## src/rtl/sfdc_pkg.sv

```systemverilog
`timescale 1ns / 1ps

package sfdc_pkg;

  localparam int unsigned CntW      = 17;
  localparam int unsigned HdrLen    = 7;
  localparam logic [7:0]  ResvType  = 8'hff;

  localparam logic [CntW-1:0] PosUser   = CntW'(1);
  localparam logic [CntW-1:0] PosType   = CntW'(2);
  localparam logic [CntW-1:0] PosSizeLo = CntW'(3);
  localparam logic [CntW-1:0] PosSizeHi = CntW'(4);
  localparam logic [CntW-1:0] PosSeqLo  = CntW'(5);
  localparam logic [CntW-1:0] PosSeqHi  = CntW'(6);

  typedef enum logic [1:0] {
    REG_HEADER   = 2'd0,
    REG_USER_ID  = 2'd1,
    REG_MSG_TYPE = 2'd2,
    REG_CTL_TYPE = 2'd3
  } cfg_reg_t;

  typedef enum logic [2:0] {
    VERDICT_OK_MSG   = 3'd0,
    VERDICT_OK_CTL   = 3'd1,
    VERDICT_BAD_SUM  = 3'd2,
    VERDICT_RESERVED = 3'd3,
    VERDICT_UNKNOWN  = 3'd4
  } verdict_t;

  typedef enum logic {
    KIND_PAYLOAD = 1'b0,
    KIND_VERDICT = 1'b1
  } item_kind_t;

  typedef struct packed {
    item_kind_t  kind;
    logic [7:0]  data;
    logic [15:0] index;
    logic [7:0]  user_id;
    logic [7:0]  ftype;
    logic [15:0] size;
    logic [15:0] seq;
    verdict_t    verdict;
    logic        last;
  } result_t;

endpackage

```

## src/rtl/serial_frame_deframer_checksum.sv

```systemverilog
`timescale 1ns / 1ps
// channel | ports                                   | direction
// --------+-----------------------------------------+----------
// in      | in_valid, in_stall, in_rx_byte          | request in
// out     | out_valid, out_stall, out_item_kind ... | request out
// cfg     | cfg_wr_en, cfg_index, cfg_data          | write only
//
// one byte is taken per cycle while in_stall is low; the parse, sum and counter update sit
// between the input port and the result register, or the skid register while that one is held
// a two-entry output stage (result register plus skid register) sets in_stall, which
// is registered and rises only when both entries hold a request
// rst_n is synchronous, active low; it loads the register defaults and clears the
// frame state and both output entries

module serial_frame_deframer_checksum (
  input  logic                  clk,
  input  logic                  rst_n,
  input  logic                  in_valid,
  output logic                  in_stall,
  input  logic [7:0]            in_rx_byte,
  output logic                  out_valid,
  input  logic                  out_stall,
  output logic                  out_item_kind,
  output logic [7:0]            out_payload_byte,
  output logic [15:0]           out_payload_index,
  output logic [7:0]            out_frame_user_id,
  output logic [7:0]            out_frame_type,
  output logic [15:0]           out_payload_size,
  output logic [15:0]           out_sequence_id,
  output logic [2:0]            out_verdict,
  output logic                  out_last_of_frame,
  input  logic                  cfg_wr_en,
  input  sfdc_pkg::cfg_reg_t    cfg_index,
  input  logic [7:0]            cfg_data
);
  import sfdc_pkg::*;

  logic [7:0] hdr_r, uid_r, msg_type_r, ctl_type_r;

  logic [CntW-1:0] cnt_r, cnt_nxt;
  logic [CntW-1:0] flen_r, flen_nxt;
  logic [7:0]      sum_r, sum_nxt;
  logic [7:0]      huid_r, huid_nxt;
  logic [7:0]      htype_r, htype_nxt;
  logic [15:0]     hsize_r, hsize_nxt;
  logic [15:0]     hseq_r, hseq_nxt;

  result_t main_r, skid_r, res;
  logic    main_v_r, skid_v_r;
  logic    push, pop, accept, has_res;
  logic [CntW-1:0] cnt_inc;
  logic [7:0]      sum_add;
  verdict_t        vd;

  // configuration
  always_ff @(posedge clk) begin
    if (!rst_n) begin
      hdr_r      <= 8'ha5;
      uid_r      <= 8'h01;
      msg_type_r <= 8'h01;
      ctl_type_r <= 8'h02;
    end else if (cfg_wr_en) begin
      unique case (cfg_index)
        REG_HEADER:   hdr_r      <= cfg_data;
        REG_USER_ID:  uid_r      <= cfg_data;
        REG_MSG_TYPE: msg_type_r <= cfg_data;
        REG_CTL_TYPE: ctl_type_r <= cfg_data;
        default: ;
      endcase
    end
  end

  assign accept  = in_valid && !in_stall;
  assign cnt_inc = cnt_r + CntW'(1);
  assign sum_add = sum_r + in_rx_byte;

  always_comb begin
    priority if (htype_r == ResvType)   vd = VERDICT_RESERVED;
    else if (sum_add != 8'd0)           vd = VERDICT_BAD_SUM;
    else if (htype_r == msg_type_r)     vd = VERDICT_OK_MSG;
    else if (htype_r == ctl_type_r)     vd = VERDICT_OK_CTL;
    else                                vd = VERDICT_UNKNOWN;
  end

  // frame parse
  always_comb begin
    cnt_nxt   = cnt_r;
    flen_nxt  = flen_r;
    sum_nxt   = sum_r;
    huid_nxt  = huid_r;
    htype_nxt = htype_r;
    hsize_nxt = hsize_r;
    hseq_nxt  = hseq_r;
    has_res   = 1'b0;
    res.kind    = KIND_PAYLOAD;
    res.data    = in_rx_byte;
    res.index   = 16'(cnt_r - CntW'(HdrLen));
    res.user_id = huid_r;
    res.ftype   = htype_r;
    res.size    = hsize_r;
    res.seq     = hseq_r;
    res.verdict = VERDICT_OK_MSG;
    res.last    = 1'b0;
    if (accept) begin
      if (cnt_r == '0) begin
        if (in_rx_byte == hdr_r) begin
          sum_nxt = in_rx_byte;
          cnt_nxt = CntW'(1);
        end
      end else if (cnt_r == PosUser && in_rx_byte != uid_r) begin
        cnt_nxt   = '0;
        flen_nxt  = '0;
        sum_nxt   = '0;
        huid_nxt  = '0;
        htype_nxt = '0;
        hsize_nxt = '0;
        hseq_nxt  = '0;
      end else begin
        sum_nxt = sum_add;
        cnt_nxt = cnt_inc;
        unique case (cnt_r)
          PosUser:   huid_nxt = in_rx_byte;
          PosType:   htype_nxt = in_rx_byte;
          PosSizeLo: hsize_nxt = {hsize_r[15:8], in_rx_byte};
          PosSizeHi: hsize_nxt = {in_rx_byte, hsize_r[7:0]};
          PosSeqLo:  hseq_nxt = {hseq_r[15:8], in_rx_byte};
          PosSeqHi: begin
            hseq_nxt = {in_rx_byte, hseq_r[7:0]};
            flen_nxt = {1'b0, hsize_r} + CntW'(HdrLen + 1);
          end
          default: begin
            has_res = 1'b1;
            if (flen_r != '0 && cnt_inc == flen_r) begin
              res.kind    = KIND_VERDICT;
              res.data    = 8'd0;
              res.index   = 16'd0;
              res.verdict = vd;
              res.last    = 1'b1;
              cnt_nxt   = '0;
              flen_nxt  = '0;
              sum_nxt   = '0;
              huid_nxt  = '0;
              htype_nxt = '0;
              hsize_nxt = '0;
              hseq_nxt  = '0;
            end
          end
        endcase
      end
    end
  end

  always_ff @(posedge clk) begin
    if (!rst_n) begin
      cnt_r   <= '0;
      flen_r  <= '0;
      sum_r   <= '0;
      huid_r  <= '0;
      htype_r <= '0;
      hsize_r <= '0;
      hseq_r  <= '0;
    end else begin
      cnt_r   <= cnt_nxt;
      flen_r  <= flen_nxt;
      sum_r   <= sum_nxt;
      huid_r  <= huid_nxt;
      htype_r <= htype_nxt;
      hsize_r <= hsize_nxt;
      hseq_r  <= hseq_nxt;
    end
  end

  // output stage with skid entry
  assign push = accept && has_res;
  assign pop  = main_v_r && !out_stall;

  always_ff @(posedge clk) begin
    if (!rst_n) begin
      main_v_r <= 1'b0;
      skid_v_r <= 1'b0;
    end else if (skid_v_r) begin
      if (pop) begin
        skid_v_r <= 1'b0;
      end
    end else if (push) begin
      if (!main_v_r || pop) begin
        main_v_r <= 1'b1;
      end else begin
        skid_v_r <= 1'b1;
      end
    end else if (pop) begin
      main_v_r <= 1'b0;
    end
  end

  always_ff @(posedge clk) begin
    if (skid_v_r) begin
      if (pop) begin
        main_r <= skid_r;
      end
    end else if (push) begin
      if (!main_v_r || pop) begin
        main_r <= res;
      end else begin
        skid_r <= res;
      end
    end
  end

  assign in_stall          = skid_v_r;
  assign out_valid         = main_v_r;
  assign out_item_kind     = main_r.kind;
  assign out_payload_byte  = main_r.data;
  assign out_payload_index = main_r.index;
  assign out_frame_user_id = main_r.user_id;
  assign out_frame_type    = main_r.ftype;
  assign out_payload_size  = main_r.size;
  assign out_sequence_id   = main_r.seq;
  assign out_verdict       = main_r.verdict;
  assign out_last_of_frame = main_r.last;

  a_skid_needs_main: assert property (@(posedge clk) disable iff (!rst_n)
    skid_v_r |-> main_v_r)
    else $error("skid entry held without result entry");

  a_cnt_in_frame: assert property (@(posedge clk) disable iff (!rst_n)
    (cnt_r > CntW'(HdrLen)) |-> (cnt_r < flen_r))
    else $error("byte count ran past frame length");

  a_verdict_clears: assert property (@(posedge clk) disable iff (!rst_n)
    (push && res.kind == KIND_VERDICT) |=> (cnt_r == '0 && sum_r == 8'd0))
    else $error("frame state not cleared after verdict");

  a_last_matches_kind: assert property (@(posedge clk) disable iff (!rst_n)
    out_valid |-> (out_item_kind == out_last_of_frame))
    else $error("last flag disagrees with item kind");

endmodule

```

## config.mk

```make
export PLATFORM = sky130hd
export DESIGN_NAME = serial_frame_deframer_checksum
export DESIGN_NICKNAME = d
export VERILOG_FILES = /design/src/rtl/sfdc_pkg.sv /design/src/rtl/serial_frame_deframer_checksum.sv
export SDC_FILE = /design/constraint.sdc
export NUM_CORES = 1
export LEC_CHECK = 0
export BUFFER_PORTS_ARGS = -buffer_cell sky130_fd_sc_hd__clkbuf_2
export CAP_MARGIN = 10
export CORE_MARGIN = 2
export CORE_UTILIZATION = 25
export CTS_BUF_LIST = sky130_fd_sc_hd__clkbuf_4 sky130_fd_sc_hd__clkbuf_8
export DETAILED_ROUTE_END_ITERATION = 6
export GPL_TIMING_DRIVEN = 1
export PLACE_DENSITY = 0.52
export SLEW_MARGIN = 20
export SYNTH_ARGS = -nofsm -noshare
export SYNTH_HDL_FRONTEND = slang
export SYNTH_SLANG_ARGS = --single-unit
```

## constraint.sdc

```tcl
create_clock -name clk -period 6.3 [get_ports clk]
set_input_delay 0.315 -clock clk [delete_from_list [all_inputs] [get_ports clk]]
set_output_delay 0.315 -clock clk [all_outputs]
set_load 0.05 [all_outputs]
```

; ---- Word level (Yosys, flattened, before mapping)
; Cells that the tools add are included.
; Widths: inputs -> output; s select.
[op_classes]
reduce_logical = 43
n_addsub = 4
eq_ne = 27
n_mux = 52
bitwise = 3
[op_table]
columns = op, count
row1 = $mux 77, 4
row2 = $mux 25, 5
row3 = $mux 17, 7
row4 = $pmux 16 s3, 2
row5 = $mux 8, 8
row6 = $eq 17x3->1 const B, 3
row7 = $mux 16, 3
row8 = $eq 17x2->1 const B, 2
row9 = $pmux 17 s2, 1
row10 = $pmux 8 s2, 2
row11 = $eq 8x8->1, 3
row12 = $mux 4, 5
row13 = $reduce_and 5->1, 4
row14 = $reduce_bool 3->1, 6
row15 = $add 16x4->17 const B, 1
row16 = $add 17x1->17 const B, 1
row17 = $eq 17x1->1 const B, 1
row18 = $eq 17x17->1, 1
row19 = $logic_not 17->1, 1
row20 = $reduce_bool 17->1, 1
row21 = $ne 2x1->1 const B, 8
row22 = $sub 16x3->16 const B, 1
row23 = $reduce_or 5->1, 3
row24 = $mux 3, 4
row25 = 19 further kinds, 52
[word_totals]
word_cells = 162
regBits = 278
output_inout_bits = 79
inputBits = 23

; ---- Depth between registers and ports, before layout
[logic_depth]
ltp_word = 13
mapped_depth = 12
mapped_depth_nobuf = 10

; ---- Worst setup path after synthesis
; OpenSTA, ideal clock, no wires.
[synth_path]
path_kind = register to register
from = register skid_v_r, in the netlist in_stall
to = register main_r (netlist bit out_frame_type[0]), enable pin
setup_time_ps = 535
setup_slack_ps = 456
path_stages_with_launch = 6
period_less_slack_ps = 5844
n_path_buf = 3
t_required_ps = 5765
t_arrival_ps = 5309
path_cell_list = dfxtp_1 clkbuf_1 clkbuf_1 clkbuf_1 a21oi_1 a21oi_1
[synth_via]
elab_chain_cells = 6
elab_cells_between_ends = 8
cone_classes = eq/ne: 1 / mux: 1 / reduce/logical: 6
[synth_lines]
columns = item, line
row1 = "start, declared", serial_frame_deframer_checksum.sv:49  ; logic main_v_r, skid_v_r;
row2 = "start signal, assigned", serial_frame_deframer_checksum.sv:180  ; skid_v_r <= 1'b0;
row3 = "start signal, assigned", serial_frame_deframer_checksum.sv:183  ; skid_v_r <= 1'b0;
row4 = "start signal, assigned", serial_frame_deframer_checksum.sv:189  ; skid_v_r <= 1'b1;
row5 = $logic_not 1->1, serial_frame_deframer_checksum.sv:73  ; assign accept = in_valid && !in_stall;
row6 = $logic_and 1x1->1, serial_frame_deframer_checksum.sv:73
row7 = $mux 1, serial_frame_deframer_checksum.sv:104  ; if (accept) begin
row8 = $logic_and 1x1->1, serial_frame_deframer_checksum.sv:174  ; assign push = accept && has_res;
row9 = $reduce_bool 2->1 (no line), n/a
row10 = $reduce_and 3->1 (no line) (*), n/a
row11 = "end signal, assigned", serial_frame_deframer_checksum.sv:199  ; main_r <= skid_r;
row12 = "end signal, assigned", serial_frame_deframer_checksum.sv:203  ; main_r <= res;
row13 = "end, declared", serial_frame_deframer_checksum.sv:48  ; result_t main_r, skid_r, res;
; Mark *: on every way between the ends. The rest lies on a longest branch, timed or not.
; A chain may end at the register's enable or synchronous reset.

; ---- Worst setup path after layout
[layout_path]
from = register cnt_r[0]
to = register main_r (netlist bit out_payload_index[11]) (data pin)
[layout_via]
elab_chain_cells = 11
elab_cells_between_ends = 21
cone_classes = add/sub: 2 / eq/ne: 7 / mux: 8 / reduce/logical: 4
[layout_lines]
columns = item, line
row1 = "start, declared", serial_frame_deframer_checksum.sv:40  ; logic [CntW-1:0] cnt_r, cnt_nxt;
row2 = "start signal, assigned", serial_frame_deframer_checksum.sv:163  ; cnt_r <= cnt_nxt;
row3 = $add 17x1->17, serial_frame_deframer_checksum.sv:74  ; assign cnt_inc = cnt_r + CntW'(1);
row4 = $eq 17x17->1, serial_frame_deframer_checksum.sv:133  ; if (flen_r != '0 && cnt_inc == flen_r) begin
row5 = $logic_and 1x1->1, serial_frame_deframer_checksum.sv:133
row6 = $mux 25, serial_frame_deframer_checksum.sv:133
row7 = $mux 25, serial_frame_deframer_checksum.sv:121  ; unique case (cnt_r)
row8 = $mux 25, serial_frame_deframer_checksum.sv:110  ; end else if (cnt_r == PosUser && in_rx_byte != uid_r) begin
row9 = $mux 25, serial_frame_deframer_checksum.sv:105  ; if (cnt_r == '0) begin
row10 = $mux 25 (*), serial_frame_deframer_checksum.sv:104
row11 = $mux 77 (*), serial_frame_deframer_checksum.sv:202  ; if (!main_v_r || pop) begin
row12 = $mux 77 (*), serial_frame_deframer_checksum.sv:201  ; end else if (push) begin
row13 = $mux 77 (*), serial_frame_deframer_checksum.sv:197  ; if (skid_v_r) begin
; Mark *: on every way between the ends. The rest lies on a longest branch, timed or not. The select of a mux whose other input is x is not followed.

==> results.toml <==
[run_status]
status = "complete, no violations"

[yosys]
synth.avg_cell_area_um2 = 11.4
yosys_register_bits = 276
synth_top_area_share_pct = 37.2
syn_area_um2 = 12300
async_flop_share_pct = 0
synthCells = 1073
synth_enable_flop_cells = 152
synth_area_leaders = "edfxtp_1 (37%), dfxtp_1 (20%), mux2_2 (5.0%)"
yosys_warnings = 0
synth_cell_types = 67
synth_area_leader_cell = "edfxtp_1"
syn-num-nets = 1109
yosysSeqAreaShare_pct = 57.5
yosys_most_used_dff = "edfxtp_1"

[worst_setup_path]
critPathArrivalTime_ns = 4.93
worstSetupEndpointType = "flop"
crit_fanout = 31
ff2ff_path_depth = 10
critPathKind = "flop to flop"
cp-start-kind = "flop"
slowest_delay_ns = 0.70
crit_slowest_cell = "inv_1"
required_ns = 6.58
crit_chain = "ha_1 > nand3_1 > or3_1 > a2111oi_0 > nand4_1 > nor4_4 > nand2_1 > buf_4 > inv_1 > o31ai_1"

[final_layout]
nets = 1195
regArea_um2 = 7050
final_area_um2 = 14400
multiInputGateArea_um2 = 4890
syn2layout_area_growth_pct = 17.2
layout-drive-gt1-share_pct = 21.1
fillers = 5010
final_cell_mix = "edfxtp_1 (152), dfxtp_1 (123), nand2_1 (113)"
mostFrequentLayoutCell = "edfxtp_1"

[placement]
hpwlAfterDp_um = 21200
placed_cell_area_um2 = 13400
portBuffers = 101
routabilityCongestion = 0.840

[clock_network]
holdBufCountCts = 0
cts_tree = "done"
clk_pin_slew_ns = 0.06
cts_buffers = 46
htree_levels = 2
cts.repair.resized = 0
clk_path_buf_depth = 3
insertion_delay_ns = 0.58
cts_root_buffer = "clkbuf_8"
post-cts-setup-buffers = 0
cts.sinks = 276

[sta]
tightest_slew_ns = 1.06
fmax_ghz = 0.215
setup_tns_ns = 0
hold_violations = 0
timing.hold.ws_ns = 0.0501
fin_crit_sh_pct = 73.9
drv_slew = 0
rsz0062_at_grt = "no"
setup_viol = 0
max_slew_margin_pct = 29.3
skew_ns = 0.0264
min_period_ns = 4.66

[floorplanning]
die_area_um2 = 50800
core_area_um2 = 48600
row_count = 81
floorplan.initialDensity_pct = 25.2
chipWidth_um = 225
num_io_pins = 102
die_y_um = 225

[global_routing]
grt_pass1_wl_um = 49900
grt_pass1_vias = 8328
use_met3_pct = 3.21
antenna_found_initial = 1
grt_busiest_layer = "met2"
grt_max_degree = 79
grt_overflow_total = 0
grt_use_total_pct = 12.6
use_met2_pct = 20.0
gr-usage-met1_pct = 17.0

[worst_hold_path]
hold_path.class = "input port to flop"
hold_depth = 3

[drt]
vias = 8478
wire_per_inst_um = 17.4
firstDrtPassIters = 5
drt-total-wl_um = 31700
postRouteAntennaNets = 0
drc = 0
drt_iter0_drc = 702
viasPerCell = 4.66

[run]
cap_violations = 0

[power]
vdd_drop_max_mv = 0.140
leakagePower_nw = 5.39
power_density_nw_per_um2 = 256
path summary, 6_finish.rpt:
path	from	endpoint	slack (ns)
max	cnt_r[0]$_SDFFE_PN0P_	out_payload_index[11]$_DFFE_PP_	1.64
min	cfg_data[3]	msg_type_r[3]$_SDFFE_PN0P_	0.05
max reg2reg	cnt_r[0]$_SDFFE_PN0P_	out_payload_index[11]$_DFFE_PP_	1.64
min reg2reg	hseq_r[0]$_SDFFE_PN0P_	skid_r[4]$_DFFE_PP_	0.46
critical path, delay by kind of cell (launching register included):
family                   cells  cell delay (ns)
AND/OR/NAND/NOR              5             1.82
buffers and inverters        2             0.93
adder cells (fa/ha/maj)      1             0.46
flip-flops                   1             0.54
AO/OA/AOI/OAI                2             0.62
flip-flops by register name (all words and copies together) (netlist names):
name               count
skid_r                76
cnt_r                 17
flen_r                17
hseq_r                16
hsize_r               16
out_payload_index     16
out_payload_size      16
out_sequence_id       16
ctl_type_r             8
hdr_r                  8
htype_r                8
huid_r                 8
msg_type_r             8
out_frame_type         8
out_frame_user_id      8
out_payload_byte       8
sum_r                  8
uid_r                  8
out_verdict            3
in_stall               1
out_item_kind          1
out_valid              1
metrics by stage:
stage / setup slack [ns] / instances / total power [mW] / util, %
after global placement: 1.86 / 1732 / 2.04 / 27.5
final: 1.64 / 1820 / 3.67 / 29.5
after global routing: 1.30 / 1819 / 3.81 / 29.5
after CTS: 1.67 / 1818 / 3.74 / 29.5
after floorplan: 0.456 / 1073 / 2.00 / -
after detailed placement: 1.68 / 1732 / 2.04 / 27.5
per-layer routing:
metal  routed length, um  vias up  part of all wire, %
li1                    -     4109                    -
met1               14900     4138                   47
met2               14400      196                   45
met3                1910       35                  6.0
met4                 495        0                  1.6
met5                   0        -                    0
cell usage after synthesis (2+ instances only):
cell type    n
a211oi_1     4
a21o_1       4
a21oi_1     37
a221oi_1     8
a22o_1      46
a31oi_1      3
a32oi_1      3
a41oi_1      3
and2_1      12
and3_1       8
and3b_1      2
and4_1       4
buf_1        3
buf_2       13
clkbuf_1    56
dfxtp_1    124
edfxtp_1   152
ha_1        12
inv_1       16
mux2_2      55
mux2i_1     33
nand2_1    113
nand2b_1     5
nand3_1     40
nand3b_1     2
nand4_1     19
nor2_1      74
nor2b_1      5
nor3_1      20
nor3b_1      4
nor4_1      13
nor4_4       2
o21a_1       5
o21ai_0     24
o21ai_1      2
o21bai_1     2
o221ai_1     2
o22ai_1      4
o31ai_1     17
or2_2        2
or3_1        5
or4_1        4
xnor2_1     58
xor2_1      30
kinds of logic after synthesis:
logic type	share of synthesized area (%)
simple gates	13.8
flops	57.5
compound gates	10.2
xor+xnor	6.47
buf+inv	2.89
mux	7.84
fa+ha+maj	1.39
area by class of cell:
type	count	area share, %
sequential	276	49.1
multi-input combinational	708	34.0
clock buffer	63	5.51
tap	622	5.42
timing repair buffer	111	4.27
clock inverter	23	1.27
inverter	16	0.418
antenna	1	0.0174
report_power, final:
part           leakage [nW]  internal [mW]  switching, mW  total, mW
Clock                 0.510          0.942          0.731       1.67
Sequential             2.55           1.89        0.00545       1.90
Combinational          2.33         0.0324         0.0731      0.106
Total                  5.39           2.86          0.809       3.67
No activity file was read; power rests on OpenSTA's default activity.
